[config.mk]
export PLATFORM = sky130hd
export DESIGN_NAME = brc_rotor_bank
export DESIGN_NICKNAME = d
export VERILOG_FILES = /design/src/rtl/core/brc_pkg.sv /design/src/rtl/core/brc_rotor_bank.sv
export SDC_FILE = /design/constraint.sdc
export NUM_CORES = 1
export LEC_CHECK = 0
export BUFFER_PORTS_ARGS = -buffer_cell sky130_fd_sc_hd__buf_4
export CAP_MARGIN = 20
export CORE_MARGIN = 8
export CORE_UTILIZATION = 65
export CTS_CLUSTER_SIZE = 16
export DETAILED_ROUTE_END_ITERATION = 12
export GPL_TIMING_DRIVEN = 1
export HOLD_SLACK_MARGIN = 0.08
export PLACE_DENSITY = 0.79
export SETUP_SLACK_MARGIN = 0.3
export SYNTH_ARGS = -nofsm -noshare
export SYNTH_HDL_FRONTEND = slang
export SYNTH_SLANG_ARGS = --single-unit
export TNS_END_PERCENT = 1
[constraint.sdc]
create_clock -name clk -period 5.95 [get_ports clk]
set_input_delay 0.2975 -clock clk [delete_from_list [all_inputs] [get_ports clk]]
set_output_delay 0.2975 -clock clk [all_outputs]
set_load 0.01 [all_outputs]
[src/rtl/core/brc_pkg.sv]
// ============================================================================
// brc_pkg
// Shared constants, request codes, helper functions and the rotor control
// struct used across the byte rotor cipher.
// ============================================================================
package brc_pkg;

	localparam int MAX_ROTORS  = 5;
	localparam int RIDX_W      = (MAX_ROTORS > 1) ? $clog2(MAX_ROTORS) : 1;
	localparam int CNT_W       = $clog2(MAX_ROTORS + 1);
	localparam int BYTE_W      = 8;
	localparam int TBL_AW      = RIDX_W + BYTE_W;
	localparam int TBL_DEPTH   = MAX_ROTORS * 256;
	localparam int PERIOD_W    = 30;
	localparam int REQ_TYPE_W  = 2;
	localparam int ROTOR_IDX_W = 3;
	localparam int CFG_IDX_W   = 2;
	localparam int CFG_DATA_W  = 3;

	localparam logic [PERIOD_W-1:0] PERIOD_LIMIT = PERIOD_W'(1000000000);

	typedef enum logic [REQ_TYPE_W-1:0] {
		REQ_LOAD    = 2'd0,
		REQ_STEP    = 2'd1,
		REQ_PROCESS = 2'd2,
		REQ_NONE    = 2'd3
	} req_kind_t;

	localparam logic [CFG_IDX_W-1:0] CFG_DECIPHER    = 2'd0;
	localparam logic [CFG_IDX_W-1:0] CFG_ROTOR_COUNT = 2'd1;

	// Control from the sequencer into the rotor state bank
	typedef struct packed {
		logic                set;
		logic [RIDX_W-1:0]   set_idx;
		logic [PERIOD_W-1:0] period;
		logic [BYTE_W-1:0]   advance;
		logic                tick;
		logic [RIDX_W-1:0]   tick_idx;
	} rotor_ctl_t;

	function automatic logic [PERIOD_W-1:0] clamp_period(input logic [PERIOD_W-1:0] p);
		logic [PERIOD_W-1:0] r;
		r = p;
		if (p == '0) begin
			r = PERIOD_W'(1);
		end else if (p > PERIOD_LIMIT) begin
			r = PERIOD_LIMIT;
		end
		return r;
	endfunction

	function automatic logic [CNT_W-1:0] clamp_count(input logic [CFG_DATA_W-1:0] v);
		logic [CNT_W-1:0] r;
		r = CNT_W'(v);
		if (v == '0) begin
			r = CNT_W'(1);
		end else if (int'(v) > MAX_ROTORS) begin
			r = CNT_W'(MAX_ROTORS);
		end
		return r;
	endfunction

endpackage

[src/rtl/core/brc_rotor_bank.sv]
// ============================================================================
// brc_rotor_bank
// Per-rotor stepping state: offset, period counter, period and advance.
// Each rotor lane updates itself on a setting or a tick; one offset read port.
// ============================================================================
module brc_rotor_bank import brc_pkg::*; (
	input  logic              clk,
	input  logic              arst_n,
	input  rotor_ctl_t        ctl,
	input  logic [RIDX_W-1:0] rd_idx,
	output logic [BYTE_W-1:0] rd_offset
);

	logic [BYTE_W-1:0]   offset_q  [MAX_ROTORS];
	logic [PERIOD_W-1:0] counter_q [MAX_ROTORS];
	logic [PERIOD_W-1:0] period_q  [MAX_ROTORS];
	logic [BYTE_W-1:0]   advance_q [MAX_ROTORS];
	logic [PERIOD_W-1:0] count_nxt [MAX_ROTORS];

	// counter stays below period, so the increment fits the field
	always_comb begin
		for (int r = 0; r < MAX_ROTORS; r++) begin
			count_nxt[r] = counter_q[r] + PERIOD_W'(1);
		end
	end

	always_ff @(posedge clk or negedge arst_n) begin
		if (!arst_n) begin
			for (int r = 0; r < MAX_ROTORS; r++) begin
				offset_q[r]  <= '0;
				counter_q[r] <= '0;
				period_q[r]  <= PERIOD_W'(1);
				advance_q[r] <= '0;
			end
		end else begin
			for (int r = 0; r < MAX_ROTORS; r++) begin
				if (ctl.set && ctl.set_idx == RIDX_W'(r)) begin
					period_q[r]  <= ctl.period;
					advance_q[r] <= ctl.advance;
					offset_q[r]  <= '0;
					counter_q[r] <= '0;
				end else if (ctl.tick && ctl.tick_idx == RIDX_W'(r)) begin
					if (count_nxt[r] >= period_q[r]) begin
						offset_q[r]  <= offset_q[r] + advance_q[r];
						counter_q[r] <= '0;
					end else begin
						counter_q[r] <= count_nxt[r];
					end
				end
			end
		end
	end

	always_comb begin
		rd_offset = '0;
		for (int r = 0; r < MAX_ROTORS; r++) begin
			if (rd_idx == RIDX_W'(r)) begin
				rd_offset = offset_q[r];
			end
		end
	end

endmodule

# ---- Word-level counts from Yosys, hierarchy flattened
# Index checks and enable logic that the tools add are counted.
dict set report word_totals {
  latchBits 0
  in_bits 51
  out_inout_bits 8
  regBits 380
  mem_bits_rw 0
  word_cells 110
  rom_bits 0
  n_memories 0
}
dict set report classes {
  add_sub_neg 10
  magnitude_cmp 5
  reduce_logical 28
  mux 35
  shifts 0
  div_mod_pow 0
  mul 0
  n_eq_ne 12
  n_bitwise 0
}
# cell count
set op_table {}
lappend op_table {{$mux W30} 15}
lappend op_table {{$mux W8} 20}
lappend op_table {{$add A30 B1 Y30 const B} 5}
lappend op_table {{$ge A30 B30 Y1} 5}
lappend op_table {{$add A8 B8 Y8} 5}
lappend op_table {{$reduce_bool A2 Y1} 10}
lappend op_table {{$eq A3 B2 Y1 const B} 6}
lappend op_table {{$logic_and A1 B1 Y1} 10}
lappend op_table {{$reduce_and A2 Y1} 5}
lappend op_table {{$eq A3 B1 Y1 const B} 3}
lappend op_table {{$eq A3 B3 Y1 const B} 3}
lappend op_table {{$logic_not A3 Y1} 3}

# ---- Logic depth before layout (Yosys ltp)
# Gate-level depths: netlist of run 1.
dict set report depth {
  word_depth 6
  ltp_mapped 18
  ltp_nobuf 16
}

# ---- Least setup slack after synthesis of run 1
# OpenSTA, ideal clock, no wires.
dict set report synth_timing {
  path_type {flip-flop to flip-flop}
  from {register counter_q[74] in the netlist's numbering}
  to {register offset_q[16] in the netlist's numbering}
  stages_incl_launch_ff 16
  required_time_ns 5.814
  period_less_slack_ns 3.687
  arrival_time_ns 3.551
  n_path_buf 2
  setup_time_ns 0.136
  slack_ns 2.263
  path_cell_list {dfrtp_1 > clkbuf_1 > and3_1 > and4_1 > nand4_1 > or2_1 > and2_1 > or2_1 > ha_1 > a21o_1 > a21oi_1 > o221ai_1 > a41o_1 > o22ai_1 > clkbuf_1 > o21ai_0}
}
dict set report synth_via {
  elab_chain_len 4
}
# element line
set synth_rtl {}
lappend synth_rtl {{start, declared} brc_rotor_bank.sv:15} ;# logic [PERIOD_W-1:0] counter_q [MAX_ROTORS];
lappend synth_rtl {{start signal, assigned by index} brc_rotor_bank.sv:47} ;# counter_q[r] <= count_nxt[r];
lappend synth_rtl {{$add A30 B1 Y30} brc_rotor_bank.sv:23} ;# count_nxt[r] = counter_q[r] + PERIOD_W'(1);
lappend synth_rtl {{$ge A30 B30 Y1} brc_rotor_bank.sv:43} ;# if (count_nxt[r] >= period_q[r]) begin
lappend synth_rtl {{$reduce_bool A2 Y1 (no line)} n/a}
lappend synth_rtl {{$reduce_and A2 Y1 (no line)} n/a}
lappend synth_rtl {{end signal, assigned by index} brc_rotor_bank.sv:44} ;# offset_q[r] <= offset_q[r] + advance_q[r];
lappend synth_rtl {{end, declared} brc_rotor_bank.sv:14} ;# logic [BYTE_W-1:0] offset_q [MAX_ROTORS];
# No other way between the ends.
# A chain may end at the register's enable or synchronous reset.

# ---- Worst setup path after layout of run 1
dict set report layout_timing {
  from {register counter_q[0] in the netlist's numbering}
  to {register counter_q[7] in the netlist's numbering}
}
dict set report layout_via {
  elab_chain_len 5
}
# element line
set layout_rtl {}
lappend layout_rtl {{$add A30 B1 Y30 *} brc_rotor_bank.sv:23}
lappend layout_rtl {{$ge A30 B30 Y1} brc_rotor_bank.sv:43}
lappend layout_rtl {{$mux W30 *} brc_rotor_bank.sv:43}
lappend layout_rtl {{$mux W30 *} brc_rotor_bank.sv:42} ;# end else if (ctl.tick && ctl.tick_idx == RIDX_W'(r)) begin
lappend layout_rtl {{$mux W30 *} brc_rotor_bank.sv:37} ;# if (ctl.set && ctl.set_idx == RIDX_W'(r)) begin
# Every way passes the cells marked *; elsewhere a longest branch is shown, timed or not. The select of a mux whose other input is x is not followed.

==> metrics, run 1 <==
post-synthesis sequential area ratio=0.419; PD cells=316 mW/mm^2; skew final=23.2 ps; Max Cap Violations=0; R2R setup slack=1110 ps; endpoints failing setup=0; Worst-path clk slew=60 ps; Final TNS setup=0 ps; synthesis-stage register bit count=380; routed via count=18900; synthesized instance count=2525; worst hold path class=in -> reg; WP data required=6380 ps; Final Hold Vio Count=0; routability cong.=0.918; CP Data Arrival Time=5270 ps; final worst-path cycle share=0.813; Crit Path Class=reg -> reg; Initial Util=0.658; synthesized area per cell=8.98 sq um; Worst Path Max Fanout=21; I/O pins=59; CP endpoint kind=flip-flop; CTS H-Tree Depth=2; clk sinks=380; RSZ-0062 raised after global routing=no; CP Launch Type=flip-flop; DIE AREA=0.0411 sq mm; postcts setup bufs=0; Final nets=2806; reg-to-reg startpoint=counter_q[0]; # DRC=0; warnings from Yosys=0; Mapped Nets=2771; hold_sp=ctl[38]; vias in the first global route=18900; drt pass-1 iters=8; first-pass GRT wire length=98.5 mm; root buf cell=clkbuf_16; CTS resizes=0; hold worst-path end=period_q[86]; status=finished, final reports clean; worst hold path depth=3; DR vias/cell=6.19; remaining global-route overflow=0; final WL=60.9 mm; Fmax=207 MHz; VDD IR-drop max=284 uV; DR iter-0 viols=1744; Avg WL per Cell=20.0 um; Core Area=0.0345 sq mm; Post-synth EDFFs=0; Die Ht=203 um; commonest register cell after synthesis=dfrtp_1; PortBufs=58; # placed instances=2957; worst r2r path cells=17; post-route insts no fill=3050; number of unique standard cell types used by synthesis=86; Max Buffers Root-to-Sink=3; fillers=2518; min Tclk post-route=4840 ps; share of cells above drive strength 1=0.0864; initial antenna violation count=4; Die W=203 um; Static Leak=11.9 nW; Num CTS Buffers=43; Worst slew margin=0.285; CTS tree=built; Slew @ Worst Pin=1070 ps; reg-to-reg endpoint=counter_q[7]; Async SR Flop Fraction=1.00; total track usage=0.297; clock latency on the worst-skew pair=560 ps; area delta synth->final=10.8%; # rows=68; DP HPWL=41.3 mm; mapped cell area=0.0227 sq mm; pin count of the biggest net entering global routing=171; Slew Limit Fails=0; post-route ant nets=0
how the worst max path moves through the flow:
stage / from / end / slack (ps) / cells past startpoint
2_1_floorplan: counter_q[74] / offset_q[16] / 2260 / 15
3_3_place_gp: counter_q[0] / counter_q[3] / 1460 / 17
3_5_place_dp: counter_q[0] / counter_q[7] / 1290 / 17
4_1_cts: counter_q[0] / counter_q[7] / 1220 / 17
5_1_grt: counter_q[0] / counter_q[7] / 670 / 17
6_report: counter_q[0] / counter_q[7] / 1110 / 17
area by class of cell:
type / count / area [sq um] / share of cell area
multi-input cells: 1850 / 12100 / 0.480
well taps: 455 / 569 / 0.0226
repair buffers: 91 / 744 / 0.0296
flip-flops and latches: 380 / 9520 / 0.379
inverters: 194 / 728 / 0.0290
diodes: 2 / 5.00 / 0.000199
clock inverters: 12 / 163 / 0.00647
clock buffers: 66 / 1340 / 0.0531
state kept, by name (all words and copies together), names as in the netlist:
signal     count
counter_q    150
period_q     150
advance_q     40
offset_q      40
through the flow:
step | setup slack [ps] | instance area (sq um) | util | hold slack [ps] | power (W)
after floorplan | 2260 | 22700 | - | 1.91 | 0.00455
after global placement | 1460 | 23500 | 0.682 | 338 | 0.00501
after detailed placement | 1290 | 23500 | 0.682 | 344 | 0.00513
after CTS | 1220 | 25100 | 0.729 | 82.6 | 0.00795
after global routing | 671 | 25100 | 0.730 | 94.4 | 0.00836
final | 1110 | 25100 | 0.730 | 99.3 | 0.00794
critical path, stage by stage (launching register included):
cell,delay (ps)
dfrtp_1,420
ha_1,260
nand2_1,100
nor2_1,170
nand2_1,120
nor3_1,580
and3_1,270
xnor2_1,140
inv_1,70
ha_1,290
nand4_1,160
nor4_1,500
nand2_1,130
o41ai_1,360
a2bb2oi_2,500
buf_4,340
o21ai_0,120
a21o_1,190
routing by layer:
metal	vias up	part of all wire	track usage
met1	9156	0.41	0.384
met5	-	0.00021	0
met3	199	0.076	0.0440
met4	2	0.050	0.141
li1	8836	-	-
met2	700	0.47	0.486
logic make-up (layout without fill, tap and decap cells):
group                      count (synthesis)  count (layout)  share of synthesized area
other                                      0               2                          0
AOI/OAI and AO/OA                        585             585                      0.162
muxes                                     26              26                     0.0141
buffers and inverters                    295             363                     0.0510
and+or+nand+nor                          892             892                      0.186
DFF                                      380             380                      0.419
xor gates and xnor gates                 152             152                     0.0587
adders and majority gates                195             195                      0.109
cell usage after synthesis (6+ instances only):
| master | n | share of area |
|---|---|---|
| a211oi_1 | 6 | 0.0020 |
| a21o_1 | 32 | 0.011 |
| a21oi_1 | 85 | 0.019 |
| a22o_1 | 74 | 0.029 |
| a31oi_1 | 11 | 0.0030 |
| and2_1 | 8 | 0.0022 |
| and3_1 | 33 | 0.0091 |
| and4_1 | 12 | 0.0046 |
| buf_2 | 15 | 0.0033 |
| clkbuf_1 | 75 | 0.012 |
| dfrtp_1 | 375 | 0.41 |
| ha_1 | 190 | 0.10 |
| inv_1 | 194 | 0.032 |
| mux2_2 | 18 | 0.0089 |
| nand2_1 | 438 | 0.072 |
| nand2b_1 | 25 | 0.0069 |
| nand3_1 | 74 | 0.016 |
| nand4_1 | 46 | 0.013 |
| nor2_1 | 122 | 0.020 |
| nor2b_1 | 22 | 0.0061 |
| nor3_1 | 39 | 0.0086 |
| nor4_1 | 12 | 0.0033 |
| o211ai_1 | 9 | 0.0030 |
| o21a_1 | 14 | 0.0046 |
| o21ai_0 | 261 | 0.058 |
| o22ai_1 | 9 | 0.0025 |
| o31ai_1 | 25 | 0.0083 |
| o41ai_1 | 9 | 0.0035 |
| or2_2 | 11 | 0.0030 |
| or3_1 | 8 | 0.0022 |
| or4_1 | 6 | 0.0020 |
| xnor2_1 | 95 | 0.037 |
| xor2_1 | 57 | 0.022 |
timing repair:
| item | 4_1_cts | 5_1_grt |
|---|---|---|
| hold buffers | 12 | 0 |
| hold endpoints to repair | 117 | 0 |
| endpoints found under the setup margin | 0 | 0 |
cell usage in the layout (no fill, tap or decap), types with 14 or more instances in the layout:
master | netlist | final
nand2_1 | 438 | 438
nor2b_1 | 22 | 22
dfrtp_1 | 375 | 375
nor2_1 | 122 | 120
a21oi_1 | 85 | 85
nor3_1 | 39 | 38
o21a_1 | 14 | 14
nand3_1 | 74 | 74
o21ai_0 | 261 | 260
inv_1 | 194 | 194
o31ai_1 | 25 | 24
xor2_1 | 57 | 57
and3_1 | 33 | 33
buf_4 | 2 | 75
xnor2_1 | 95 | 95
nand2b_1 | 25 | 25
a22o_1 | 74 | 74
ha_1 | 190 | 190
clkbuf_16 | 0 | 45
a21o_1 | 32 | 32
nand4_1 | 46 | 46
mux2_2 | 18 | 18
where the power goes:
part / total, W / internal (W) / switching, W / leakage, nW
clock: 0.00279 / 0.00171 / 0.00107 / 0.742
combinational: 0.00187 / 0.000756 / 0.00111 / 6.33
sequential: 0.00328 / 0.00300 / 0.000286 / 4.86
Note: power is estimated with default switching activity, not from simulation.
==> inputs of run 2 (changes only) <==
--- a/config.mk
+++ b/config.mk
@@ -8,12 +8,12 @@
 export BUFFER_PORTS_ARGS = -buffer_cell sky130_fd_sc_hd__buf_4
 export CAP_MARGIN = 20
 export CORE_MARGIN = 8
-export CORE_UTILIZATION = 65
+export CORE_UTILIZATION = 64
 export CTS_CLUSTER_SIZE = 16
 export DETAILED_ROUTE_END_ITERATION = 12
 export GPL_TIMING_DRIVEN = 1
 export HOLD_SLACK_MARGIN = 0.08
-export PLACE_DENSITY = 0.79
+export PLACE_DENSITY = 0.78
 export SETUP_SLACK_MARGIN = 0.3
 export SYNTH_ARGS = -nofsm -noshare
 export SYNTH_HDL_FRONTEND = slang
==> constraint.sdc (replaced) <==
create_clock -name clk -period 5 [get_ports clk]
set_input_delay 0.25 -clock clk [delete_from_list [all_inputs] [get_ports clk]]
set_output_delay 0.25 -clock clk [all_outputs]
set_load 0.01 [all_outputs]
==> run 2 against run 1 <==
Against the previous run: non-clock buffer count rose by 30; via count fell by 0.68%; register-to-register slack worse by 670 ps; flip-flop and latch count unchanged; power grew 16%; largest power group unchanged; critical path depth down 2; cell count grew 1.1%.
==> metrics, run 2 (synthesized netlist as in run 1, its figures left out) <==
status=finished, final reports clean; area delta synth->final=11.5%; I/O pins=59 (unchanged); share of cells above drive strength 1=0.0869 (+0.000537); endpoints failing setup=0 (unchanged); worst r2r path cells=15 (-2); commonest non-fill, non-tap cell in the layout=nand2_1; # rows=69 (+1.5%); Crit path max-delay family=simple AND/OR/NAND/NOR gates; reg-to-reg startpoint=counter_q[62]; Max Cap Violations=0 (unchanged); CP endpoint kind=flip-flop; Slew @ Worst Pin=956 ps (-117 ps); DP HPWL=40.9 mm (-0.86%); CP peak stage delay=720 ps (+140 ps); vias in the first global route=18800 (-0.58%); PortBufs=58 (unchanged); Antenna diodes=0 (-2); post-route ant nets=0 (unchanged); Worst-path clk slew=70 ps (about the same); Crit path depth=15 (-2); Static Leak=12.0 nW (+0.43%); Initial Util=0.644 (-0.0143); R2R setup slack=440 ps (-670 ps); worst setup path end=counter_q[80]; worst hold path class=in -> reg; worst slack at placement=-81.4 ps (-1370 ps); Avg WL per Cell=19.6 um (-1.9%); post-route insts no fill=3084 (+1.1%); # placed instances=2963 (+0.20%); Max Buffers Root-to-Sink=3 (unchanged); root buf cell=clkbuf_16; Slew Limit Fails=0 (unchanged); CTS H-Tree Depth=2 (unchanged); remaining global-route overflow=0 (unchanged); leading cell types in the layout, fill and taps excluded=nand2_1 (438), dfrtp_1 (375), o21ai_0 (260), inv_1 (194), ha_1 (190); DR vias/cell=6.08 (-1.8%); drt pass-1 iters=5 (-3); reg-to-reg endpoint=counter_q[80]; final worst-path cycle share=0.911 (+0.0982); Final TNS setup=0 ps (unchanged); CP Data Arrival Time=5040 ps (-230 ps); Worst Path Max Fanout=17 (-19%); Num CTS Buffers=42 (-2.3%); Crit Path Class=reg -> reg; crit path cell chain=nand4_1, nor2_1, nand4_1, or2_1, and2_1, or2_1, ha_1, a21o_1, a21oi_1, o221ai_1, a41o_1, nor4_4, buf_4, nand3_1, nand3_1; Final Hold Vio Count=0 (unchanged); # DRC=0 (unchanged); PD cells=364 mW/mm^2 (+15%); Fmax=219 MHz (+6.2%); routability cong.=0.879 (-4.3%); clk sinks=380 (unchanged); CTS tree=built; RSZ-0062 raised after global routing=yes; skew final=17.5 ps (-5.76 ps); min Tclk post-route=4560 ps (-281 ps); clock latency on the worst-skew pair=550 ps (about the same); fin util=0.718 (-0.0112); Die Ht=204 um (+0.72%); Core Area=0.0352 sq mm (+2.2%); Die W=204 um (+0.72%); final WL=60.4 mm (-0.84%); WP data required=5480 ps (-900 ps); routed via count=18800 (-0.68%); Top Registers=counter_q x150, period_q x150; initial antenna violation count=0 (-4); Worst slew margin=0.363 (+0.0777); slowest CP cell=nor4_4; fillers=2571 (+2.1%); CP Launch Type=flip-flop; first-pass GRT wire length=97.8 mm (-0.69%); DR iter-0 viols=1290 (-26%); Worst Setup Slack, final=443 ps (-669 ps); DIE AREA=0.0417 sq mm (+1.4%); pin count of the biggest net entering global routing=169 (-1.2%); Final nets=2836 (+1.1%); WP buf/inv=1 (-1); total track usage=0.292 (-0.00443); VDD IR-drop max=318 uV (+12%); Crit. Startpoint=counter_q[62]
==> run 2: cell count changes in the layout (fill, tap and decap cells not counted), moves of 2 or more <==
cell           before  now
dlygate4sd3_1      12   39
bufinv_16           4    0
buf_4              75   78
clkbuf_8           13   10
clkinv_4            0    3
inv_6               0    3
clkbuf_16          45   43
clkinvlp_4          1    3
diode_2             2    0
==> run 2: tightest hold or removal path, cell delays in order <==
cell and delay [ps]:
buf_4 110, nor4b_4 80, a31oi_1 160, o21ai_0 80
==> run 2: final cells by class <==
type / count / area, sq um / share of cell area
clock inverters: 16 / 110 / 0.00435
well taps: 461 / 577 / 0.0228
repair buffers: 121 / 1030 / 0.0407
inverters: 194 / 728 / 0.0288
clock buffers: 61 / 1240 / 0.0492
flip-flops and latches: 380 / 9520 / 0.376
multi-input cells: 1851 / 12100 / 0.478
==> run 2: worst min-delay path by stage <==
stage	start	endpoint	slack (ps)	depth (start not counted)
2_1_floorplan	arst_n	advance_q[0]	-50	0
3_3_place_gp	arst_n	advance_q[17]	300	1
3_5_place_dp	arst_n	advance_q[17]	300	1
4_1_cts	ctl[2]	counter_q[133]	140	4
5_1_grt	ctl[2]	counter_q[133]	180	4
6_report	ctl[2]	counter_q[133]	170	4
==> run 2: repair_timing <==
action                                  CTS  global route
setup buffers                             0             1
resized for setup                         1             1
cloned                                    1             0
endpoints found under the hold margin   262             0
hold buffers                             39             0
pin swaps                                 1             1
endpoints found under the setup margin   24            67
==> run 2: metrics by stage <==
stage	hold WS [ps]	total power [W]	cell area [sq um]
3_5_place_dp	299	0.00609	23500
3_3_place_gp	303	0.00595	23500
4_1_cts	143	0.00920	25300
2_1_floorplan	-45.6	0.00541	22700
5_1_grt	178	0.00971	25300
6_report	173	0.00921	25300
==> run 2: power breakdown <==
| part | switching, W | total [W] | internal (W) | leakage [nW] |
|---|---|---|---|---|
| combinational | 0.00132 | 0.00224 | 0.000921 | 6.46 |
| sequential | 0.000344 | 0.00391 | 0.00357 | 4.86 |
| clock | 0.00131 | 0.00305 | 0.00174 | 0.665 |
| total | 0.00298 | 0.00921 | 0.00623 | 12.0 |
==> run 2: layer usage <==
metal | GRT usage | part of all wire
met5 | 0 | 0
met3 | 0.0455 | 0.062
met1 | 0.375 | 0.42
met2 | 0.471 | 0.46
met4 | 0.163 | 0.060
